**src/hw/rtl/apu_frame_sequencer_core_macros.svh**
```systemverilog
// Assertion helpers for the frame sequencer core RTL.
`ifndef APU_FRAME_SEQUENCER_CORE_MACROS_SVH
`define APU_FRAME_SEQUENCER_CORE_MACROS_SVH

// Implication checked in the same cycle, disabled while reset is low.
`define AFS_ASSERT_IMPL(label, clk, rst_n, ante, cons, msg) \
    label: assert property (@(posedge clk) disable iff (!rst_n) (ante) |-> (cons)) \
        else $error(msg);

// Implication checked in the cycle after the antecedent, disabled while reset is low.
`define AFS_ASSERT_NEXT(label, clk, rst_n, ante, cons, msg) \
    label: assert property (@(posedge clk) disable iff (!rst_n) (ante) |=> (cons)) \
        else $error(msg);

`endif

```
**src/hw/rtl/afs_pkg.sv**
```systemverilog
`timescale 1ns / 1ps

package afs_pkg;

    // Item kinds carried in tuser.
    typedef enum logic [1:0] {
        OP_TICK  = 2'd0,
        OP_WRITE = 2'd1,
        OP_READ  = 2'd2
    } t_opcode;

    // Configuration register indexes.
    localparam logic [1:0] CFG_FRAME_PERIOD   = 2'd0;
    localparam logic [1:0] CFG_QUARTER_PERIOD = 2'd1;
    localparam logic [1:0] CFG_HALF_PERIOD    = 2'd2;

    localparam int PERIOD_W = 15;
    localparam int COUNT_W  = 16;

    localparam logic [PERIOD_W-1:0] FRAME_PERIOD_RST   = 15'd14914;
    localparam logic [PERIOD_W-1:0] QUARTER_PERIOD_RST = 15'd3728;
    localparam logic [PERIOD_W-1:0] HALF_PERIOD_RST    = 15'd7456;

    // Sound unit register addresses (low five bits).
    localparam logic [4:0] REG_STATUS  = 5'd21;
    localparam logic [4:0] REG_FRAME   = 5'd23;

    // Counter load values.
    localparam logic signed [COUNT_W-1:0] CNT_START   = 16'sd4;
    localparam logic signed [COUNT_W-1:0] CNT_RELOAD  = -16'sd1;
    localparam logic signed [COUNT_W-1:0] CNT_RELOAD2 = -16'sd2;
    localparam logic signed [COUNT_W-1:0] QUARTER_HOLD = 16'sd4;
    localparam logic signed [COUNT_W-1:0] HALF_HOLD   = 16'sd3730;

    localparam logic [1:0] WINDOW_LEN = 2'd3;

    // Bits of the written frame control byte and of the status byte.
    localparam int BIT_MODE    = 7;
    localparam int BIT_INHIBIT = 6;
    localparam int BIT_KEEP    = 5;

    typedef struct packed {
        logic [PERIOD_W-1:0] frame_period;
        logic [PERIOD_W-1:0] quarter_period;
        logic [PERIOD_W-1:0] half_period;
    } t_periods;

    typedef struct packed {
        t_opcode    opcode;
        logic [4:0] reg_index;
        logic [7:0] wdata;
        logic       dmc_irq;
    } t_item;

    typedef struct packed {
        logic       env_clock;
        logic       length_clock;
        logic       irq_flag;
        logic [7:0] rdata;
    } t_result;

    typedef struct packed {
        logic                      odd_phase;
        logic                      step_mode;
        logic                      irq_enable;
        logic                      irq_pending;
        logic signed [COUNT_W-1:0] frame_count;
        logic signed [COUNT_W-1:0] quarter_count;
        logic signed [COUNT_W-1:0] half_count;
        logic                      half_toggle;
        logic                      irq_window;
        logic [1:0]                window_count;
        logic                      env_due;
        logic                      length_due;
        logic                      access_pending;
        logic                      access_is_write;
        logic [4:0]                access_index;
        logic [7:0]                bus_latch;
    } t_seq_state;

    localparam t_seq_state SEQ_STATE_RST = '{
        odd_phase:       1'b0,
        step_mode:       1'b0,
        irq_enable:      1'b1,
        irq_pending:     1'b0,
        frame_count:     CNT_START,
        quarter_count:   CNT_START,
        half_count:      CNT_START,
        half_toggle:     1'b0,
        irq_window:      1'b0,
        window_count:    2'd0,
        env_due:         1'b0,
        length_due:      1'b0,
        access_pending:  1'b0,
        access_is_write: 1'b0,
        access_index:    5'd0,
        bus_latch:       8'd0
    };

endpackage

```
**src/hw/rtl/afs_cfg_regs.sv**
```systemverilog
`timescale 1ns / 1ps

module afs_cfg_regs
    import afs_pkg::*;
(
    input  logic                i_clk,
    input  logic                i_rst_n,
    input  logic                i_cfg_we,
    input  logic [1:0]          i_cfg_index,
    input  logic [PERIOD_W-1:0] i_cfg_wdata,
    output t_periods            o_periods
);

    t_periods r_periods;
    t_periods n_periods;

    // Decode the write; an index past the last register is dropped.
    always_comb begin
        n_periods = r_periods;
        if (i_cfg_we) begin
            unique case (i_cfg_index)
                CFG_FRAME_PERIOD:   n_periods.frame_period   = i_cfg_wdata;
                CFG_QUARTER_PERIOD: n_periods.quarter_period = i_cfg_wdata;
                CFG_HALF_PERIOD:    n_periods.half_period    = i_cfg_wdata;
                default:            n_periods = r_periods;
            endcase
        end
    end

    always_ff @(posedge i_clk) begin
        if (!i_rst_n) begin
            r_periods.frame_period   <= FRAME_PERIOD_RST;
            r_periods.quarter_period <= QUARTER_PERIOD_RST;
            r_periods.half_period    <= HALF_PERIOD_RST;
        end else begin
            r_periods <= n_periods;
        end
    end

    assign o_periods = r_periods;

endmodule

```
**src/hw/rtl/afs_seq_logic.sv**
```systemverilog
`timescale 1ns / 1ps

module afs_seq_logic
    import afs_pkg::*;
(
    input  t_seq_state i_state,
    input  t_periods   i_periods,
    input  t_item      i_item,
    output t_seq_state o_state,
    output t_result    o_result
);

    t_seq_state                nx;
    t_result                   res;
    logic signed [COUNT_W-1:0] frame_inc;
    logic signed [COUNT_W-1:0] quarter_inc;
    logic signed [COUNT_W-1:0] half_inc;
    logic signed [COUNT_W-1:0] frame_lim;
    logic signed [COUNT_W-1:0] quarter_lim;
    logic signed [COUNT_W-1:0] half_lim;
    logic [7:0]                status;

    // Counter increments and their limits, compared as signed values.
    assign frame_inc   = i_state.frame_count + 16'sd1;
    assign quarter_inc = i_state.quarter_count + 16'sd1;
    assign half_inc    = i_state.half_count + 16'sd1;
    assign frame_lim   = $signed({1'b0, i_periods.frame_period});
    assign quarter_lim = $signed({1'b0, i_periods.quarter_period});
    assign half_lim    = $signed({1'b0, i_periods.half_period});

    // Status byte: sample interrupt, frame interrupt, and one bus bit kept.
    assign status = {i_item.dmc_irq, i_state.irq_pending,
                     i_state.bus_latch[BIT_KEEP], 5'd0};

    // Next state and result for one item.
    always_comb begin
        nx  = i_state;
        res = '0;
        case (i_item.opcode)
            OP_TICK: begin
                nx.odd_phase     = !i_state.odd_phase;
                res.env_clock    = i_state.env_due;
                res.length_clock = i_state.length_due;
                nx.env_due       = 1'b0;
                nx.length_due    = 1'b0;

                // Even tick: advance the three counters.
                if (!nx.odd_phase) begin
                    if (frame_inc >= frame_lim) begin
                        nx.frame_count  = CNT_RELOAD;
                        nx.irq_window   = 1'b1;
                        nx.window_count = WINDOW_LEN;
                    end else begin
                        nx.frame_count = frame_inc;
                    end

                    if (quarter_inc >= quarter_lim) begin
                        nx.quarter_count = CNT_RELOAD;
                        if (nx.irq_window && i_state.step_mode) begin
                            nx.quarter_count = QUARTER_HOLD;
                        end else begin
                            nx.env_due = 1'b1;
                        end
                    end else begin
                        nx.quarter_count = quarter_inc;
                    end

                    if (half_inc >= half_lim) begin
                        if (nx.irq_window && i_state.step_mode) begin
                            nx.half_count  = HALF_HOLD;
                            nx.half_toggle = 1'b1;
                        end else begin
                            nx.half_toggle = !i_state.half_toggle;
                            nx.half_count  = i_state.half_toggle ? CNT_RELOAD : CNT_RELOAD2;
                            nx.length_due  = 1'b1;
                        end
                    end else begin
                        nx.half_count = half_inc;
                    end

                    // Apply the latched register access.
                    if (i_state.access_pending) begin
                        nx.access_pending = 1'b0;
                        if (i_state.access_index == REG_STATUS) begin
                            if (!i_state.access_is_write) begin
                                nx.irq_pending = 1'b0;
                            end
                        end else if (i_state.access_index == REG_FRAME
                                     && i_state.access_is_write) begin
                            nx.step_mode     = i_state.bus_latch[BIT_MODE];
                            nx.irq_enable    = !i_state.bus_latch[BIT_INHIBIT];
                            nx.quarter_count = CNT_RELOAD;
                            nx.half_count    = CNT_RELOAD;
                            nx.frame_count   = CNT_RELOAD;
                            nx.half_toggle   = 1'b0;
                            nx.length_due    = i_state.bus_latch[BIT_MODE];
                            nx.env_due       = i_state.bus_latch[BIT_MODE];
                            nx.irq_window    = 1'b0;
                            if (i_state.bus_latch[BIT_INHIBIT]) begin
                                nx.irq_pending = 1'b0;
                            end
                        end
                    end
                end

                // Interrupt window: raise the flag and count the window down.
                if (nx.irq_window) begin
                    if (!nx.step_mode && nx.irq_enable) begin
                        nx.irq_pending = 1'b1;
                    end
                    nx.window_count = nx.window_count - 2'd1;
                    if (nx.window_count == 2'd0) begin
                        nx.irq_window = 1'b0;
                    end
                end
            end
            OP_WRITE: begin
                nx.bus_latch       = i_item.wdata;
                nx.access_index    = i_item.reg_index;
                nx.access_pending  = 1'b1;
                nx.access_is_write = 1'b1;
            end
            OP_READ: begin
                nx.access_index    = i_item.reg_index;
                nx.access_pending  = 1'b1;
                nx.access_is_write = 1'b0;
                if (i_item.reg_index == REG_STATUS) begin
                    nx.bus_latch = status;
                    res.rdata    = status;
                end
            end
            default: begin
                nx = i_state;
            end
        endcase
        res.irq_flag = nx.irq_pending;
    end

    assign o_state  = nx;
    assign o_result = res;

endmodule

```
**src/hw/rtl/apu_frame_sequencer_core.sv**
```systemverilog
`timescale 1ns / 1ps
// Frame sequencer of a console sound unit.
// Input stream (s_axis_*): one item per CPU cycle event. tuser carries the
// kind (tick, register write, register read); tdata carries the register
// index, the write byte and the sample channel interrupt bit.
// Output stream (m_axis_*): exactly one result per input item, in order,
// with the envelope and length clock pulses, the frame interrupt flag and
// the status byte returned by a read of register 21.
// Configuration port (i_cfg_*): the frame, quarter and half periods; the user
// writes them only while the block is idle; the block does not enforce this.
// An accepted item waits in the input register; its result is registered in
// the output register once that register is free.
// Throughput is one item per cycle unless the receiver stalls: the whole
// update of the sequencer state is a single pass of logic between the input
// register and the result register, and that logic feeds the state register.
// Reset returns the counters to four, the interrupt flag to clear and the
// interrupt inhibit to off; both streams come up empty.
// When the receiver stalls, the finished result waits in the output register
// and one more item is held in the input register; tready then drops.
module apu_frame_sequencer_core
    import afs_pkg::*;
(
    input  logic                i_clk,
    input  logic                i_rst_n,
    input  logic                s_axis_tvalid,
    output logic                s_axis_tready,
    // [4:0] reg_index, [12:5] wdata, [13] dmc_irq, [15:14] zero
    input  logic [15:0]         s_axis_tdata,
    // [1:0] opcode
    input  logic [1:0]          s_axis_tuser,
    output logic                m_axis_tvalid,
    input  logic                m_axis_tready,
    // [0] env_clock, [1] length_clock, [2] irq_flag, [10:3] rdata,
    // [15:11] zero
    output logic [15:0]         m_axis_tdata,
    input  logic                i_cfg_we,
    input  logic [1:0]          i_cfg_index,
    input  logic [PERIOD_W-1:0] i_cfg_wdata
);

`include "apu_frame_sequencer_core_macros.svh"

    t_periods   w_periods;
    t_seq_state r_state;
    t_seq_state w_state_nx;
    t_result    w_result;
    t_item      r_in;
    t_result    r_out;
    logic       r_in_valid;
    logic       n_in_valid;
    logic       r_out_valid;
    logic       n_out_valid;
    logic       w_out_free;
    logic       w_advance;
    logic       w_in_take;

    afs_cfg_regs u_cfg_regs (
        .i_clk       (i_clk),
        .i_rst_n     (i_rst_n),
        .i_cfg_we    (i_cfg_we),
        .i_cfg_index (i_cfg_index),
        .i_cfg_wdata (i_cfg_wdata),
        .o_periods   (w_periods)
    );

    afs_seq_logic u_seq_logic (
        .i_state  (r_state),
        .i_periods(w_periods),
        .i_item   (r_in),
        .o_state  (w_state_nx),
        .o_result (w_result)
    );

    // Handshake: the input register moves on when the output register is free.
    assign w_out_free    = !r_out_valid || m_axis_tready;
    assign w_advance     = r_in_valid && w_out_free;
    assign s_axis_tready = !r_in_valid || w_out_free;
    assign w_in_take     = s_axis_tvalid && s_axis_tready;

    always_comb begin
        n_in_valid = r_in_valid;
        if (w_in_take) begin
            n_in_valid = 1'b1;
        end else if (w_advance) begin
            n_in_valid = 1'b0;
        end
    end

    always_comb begin
        n_out_valid = r_out_valid;
        if (w_advance) begin
            n_out_valid = 1'b1;
        end else if (m_axis_tready) begin
            n_out_valid = 1'b0;
        end
    end

    // Control and sequencer state.
    always_ff @(posedge i_clk) begin
        if (!i_rst_n) begin
            r_in_valid  <= 1'b0;
            r_out_valid <= 1'b0;
            r_state     <= SEQ_STATE_RST;
        end else begin
            r_in_valid  <= n_in_valid;
            r_out_valid <= n_out_valid;
            if (w_advance) begin
                r_state <= w_state_nx;
            end
        end
    end

    // Payload registers.
    always_ff @(posedge i_clk) begin
        if (w_in_take) begin
            r_in.opcode    <= t_opcode'(s_axis_tuser);
            r_in.reg_index <= s_axis_tdata[4:0];
            r_in.wdata     <= s_axis_tdata[12:5];
            r_in.dmc_irq   <= s_axis_tdata[13];
        end
        if (w_advance) begin
            r_out <= w_result;
        end
    end

    assign m_axis_tvalid = r_out_valid;
    assign m_axis_tdata  = {5'd0, r_out.rdata, r_out.irq_flag,
                            r_out.length_clock, r_out.env_clock};

    // Register accesses never issue envelope or length clocks.
    `AFS_ASSERT_NEXT(a_access_no_clock, i_clk, i_rst_n,
        w_advance && r_in.opcode != OP_TICK,
        !r_out.env_clock && !r_out.length_clock, "clock pulse on an access item")

    // With the interrupt inhibited the frame flag stays clear.
    `AFS_ASSERT_IMPL(a_inhibit_clears, i_clk, i_rst_n,
        !r_state.irq_enable, !r_state.irq_pending, "frame flag set while inhibited")

    // The channel status bits are not driven by this block.
    `AFS_ASSERT_IMPL(a_status_low_zero, i_clk, i_rst_n,
        r_out_valid, r_out.rdata[4:0] == 5'd0, "channel status bits set")

    // A held item is never dropped while the output is stalled.
    `AFS_ASSERT_NEXT(a_in_hold, i_clk, i_rst_n,
        r_in_valid && !w_out_free, r_in_valid, "pending item lost")

endmodule

```
**config.mk**
```make
export PLATFORM = sky130hd
export DESIGN_NAME = apu_frame_sequencer_core
export DESIGN_NICKNAME = d
export VERILOG_FILES = /design/src/hw/rtl/afs_pkg.sv /design/src/hw/rtl/afs_cfg_regs.sv /design/src/hw/rtl/afs_seq_logic.sv /design/src/hw/rtl/apu_frame_sequencer_core.sv
export VERILOG_INCLUDE_DIRS = /design/src /design/src/hw/rtl
export SDC_FILE = /design/constraint.sdc
export NUM_CORES = 1
export LEC_CHECK = 0
export BUFFER_PORTS_ARGS = -buffer_cell sky130_fd_sc_hd__buf_2
export CAP_MARGIN = 10
export CORE_MARGIN = 1.5
export CORE_UTILIZATION = 45
export CTS_BUF_LIST = sky130_fd_sc_hd__clkbuf_4 sky130_fd_sc_hd__clkbuf_8
export CTS_CLUSTER_SIZE = 30
export DETAILED_ROUTE_END_ITERATION = 16
export GPL_TIMING_DRIVEN = 0
export SETUP_SLACK_MARGIN = 0.2
export SLEW_MARGIN = 10
export SYNTH_ARGS = -nofsm -noshare
export SYNTH_HDL_FRONTEND = slang
export SYNTH_HIERARCHICAL = 1
export SYNTH_SLANG_ARGS = --single-unit
```
**constraint.sdc**
```tcl
create_clock -name i_clk -period 5.8 [get_ports i_clk]
set_input_delay 0.58 -clock i_clk [delete_from_list [all_inputs] [get_ports i_clk]]
set_output_delay 0.58 -clock i_clk [all_outputs]
set_load 0.02 [all_outputs]
```
==> reports/metrics.csv <==
stage,metric,value,unit
floorplan,I/O pins,58,
critical_path,Slowest cell on crit path,a2111oi_0,
sta,max-slew violations,0,
sta,clock skew,0.0109,ns
synthesis,Post-Syn Instances,1034,
sta,fmax,0.232,GHz
sta,Hold Fails Final Rpt,0,
routing,DRT antenna net count,0,
critical_path,worst-path maximum fanout,10,
sta,RSZ-0062 raised after global routing,false,
grt,overall routing resource usage,22.5,%
placed_design,post-DP HPWL,16700,µm
sta,# setup viols final,0,
clock_network,total CTS buffers,17,
sta,Worst Tran Pin Value,0.798,ns
routing,met3 wire length,711,µm
power,Lkg Pwr,0.00411,µW
clock_network,Clock Latency Late Sink,0.46,ns
floorplan,initial core utilization,45.6,%
power,overall power,1990,µW
critical_path,critical path class,register to register,
layout,"commonest non-fill, non-tap cell in the layout",nand2_1,
floorplan,Die Footprint,20400,µm²
clock_network,post_cts resized,0,
sta,fin crit share,74.3,%
floorplan,Core Box Area,19300,µm²
power,Worst VDD drop,0.122,mV
sta,Tmin final,4.31,ns
clock_network,Clock Sinks,137,
routing,via count,7242,
floorplan,row count,51,
layout,"commonest non-fill, non-tap cells in the layout","nand2_1, dfxtp_1, mux2i_1, nor2_1, inv_1",
layout,filler instances,1880,
critical_path,"Critical Path, Cell by Cell","ha_1, nand3_1, nor2_1, and3_1, nand3_1, xnor2_1, ha_1, a2111oi_0, nand2b_1, o221ai_2, o22ai_2, and3_1, buf_6, buf_6, a211oi_2, nand2_1, mux2i_1",
routing,Vias/cell,5.24,
run_status,run status,completed,
layout,Final #Nets,1198,
critical_path,CP Buf/Inv Count,2,
grt,largest net degree at the start of global routing,21,
routing,DR pass1 iterations,5,
clock_network,# hold bufs at CTS,0,
grt,vias in the first global route,6757,
layout,share of cells above drive strength 1,12.8,%
routing,max layer used,met4,
placed_design,Port Buffers,44,
routing,met1 WL,10700,µm
grt,gr ovfl total,0,
clock_network,Root Buffer,clkbuf_8,
routing,DRC viols,0,
clock_network,H-tree Lvls,4,
clock_network,clock transition at the registers of the reported paths,0.09,ns
layout,ANT cells,0,
floorplan,Die H,143,µm
routing,Detail Route met2 WL,10100,µm
layout,"Core Util, Final",50.6,%
floorplan,Die Width,143,µm
routing,drt wl/cell,15.8,µm
grt,initial antenna violation count,0,
critical_path,Top delay family on crit path,compound AO/OA/AOI/OAI gates,
clock_network,CTS tree,done,
synthesis,cell area after synthesis,8810,µm²
sta,WHS,0.288,ns
critical_path,Critical Path Max Stage Delay,0.52,ns
routing,final wirelength,21900,µm
grt,first-pass GRT wire length,35400,µm
power,Pwr per Cell Area,203,nW/µm²
run,max cap viols,0,
layout,Sequential Area,2960,µm²
critical_path,critical path launch point type,register,
synthesis,Post-Syn Area per Cell,8.52,µm²
layout,P&R area growth vs syn,11.0,%
clock_network,Post-CTS Setup Bufs,0,
placed_design,RePlAce Congestion,0.872,
critical_path,Critical Path RT,6.19,ns
sta,Rel. slew slack,46.6,%
layout,Multi-input gate area,5150,µm²
hold_path,HP Class,input port to register,
critical_path,"Arr. time, crit path",4.70,ns
routing,1st-iter DRT viols,373,
critical_path,critical path endpoint category,register,
sta,Setup Total Neg Slack,0,ns
clock_network,clock tree buffer depth,2,
synthesis,Yosys warning count,6,
## layout make-up
class / count / share of cell area (%)
well taps: 265 / 3.39
flip-flops and latches: 137 / 30.3
repair buffers: 44 / 2.25
clock buffers: 17 / 2.39
multi-input cells: 767 / 52.6
clock inverters: 15 / 1.54
plain buffers: 70 / 4.87
inverters: 68 / 2.61
## worst reg2reg max path, cell delays in order, from the launching register on
cell	delay, ns
dfxtp_1	0.49
ha_1	0.31
nand3_1	0.20
nor2_1	0.30
and3_1	0.24
nand3_1	0.11
xnor2_1	0.18
ha_1	0.23
a2111oi_0	0.52
nand2b_1	0.14
o221ai_2	0.42
o22ai_2	0.21
and3_1	0.22
buf_6	0.13
buf_6	0.15
a211oi_2	0.18
nand2_1	0.08
mux2i_1	0.14
## report_power, final
group	switching, µW	internal [µW]
Combinational	126	85.7
Sequential	16.2	990
Clock	448	320
Total	590	1400
## registers in the layout, indices dropped and copies added (netlist names)
signal / flops
m_axis_tdata: 11
m_axis_tvalid: 1
r_in: 11
r_in_valid: 1
r_state: 68
u_cfg_regs/o_periods: 45
## path summary, 6_finish.rpt
check,to,start,slack [ns],cells past startpoint
worst max-delay path,r_state[42]$_SDFFE_PN0P_,r_state[53]$_SDFFE_PN0P_,1.49,17
worst min-delay path,r_in[11]$_DFFE_PP_,s_axis_tdata[2],0.29,1
worst max register to register,r_state[42]$_SDFFE_PN0P_,r_state[53]$_SDFFE_PN0P_,1.49,17
worst min register to register,u_cfg_regs/o_periods[28]$_SDFFE_PN0P_,u_cfg_regs/o_periods[28]$_SDFFE_PN0P_,0.46,2
## metrics by stage
step           instance area (µm²)  setup slack, ns  std cells
6_report                      9780             1.49       1383
5_1_grt                       9780             1.04       1383
3_5_place_dp                  9400             1.50       1351
4_1_cts                       9780             1.47       1383
2_1_floorplan                 8840             2.12       1042
3_3_place_gp                  9400             1.57       1351
## layer usage
layer | vias up | track usage [%]
met5 | - | 0
met1 | 3415 | 30.6
met4 | 0 | 6.46
li1 | 3691 | -
met3 | 19 | 3.72
met2 | 117 | 36.7
No activity file was read; power rests on OpenSTA's default activity.
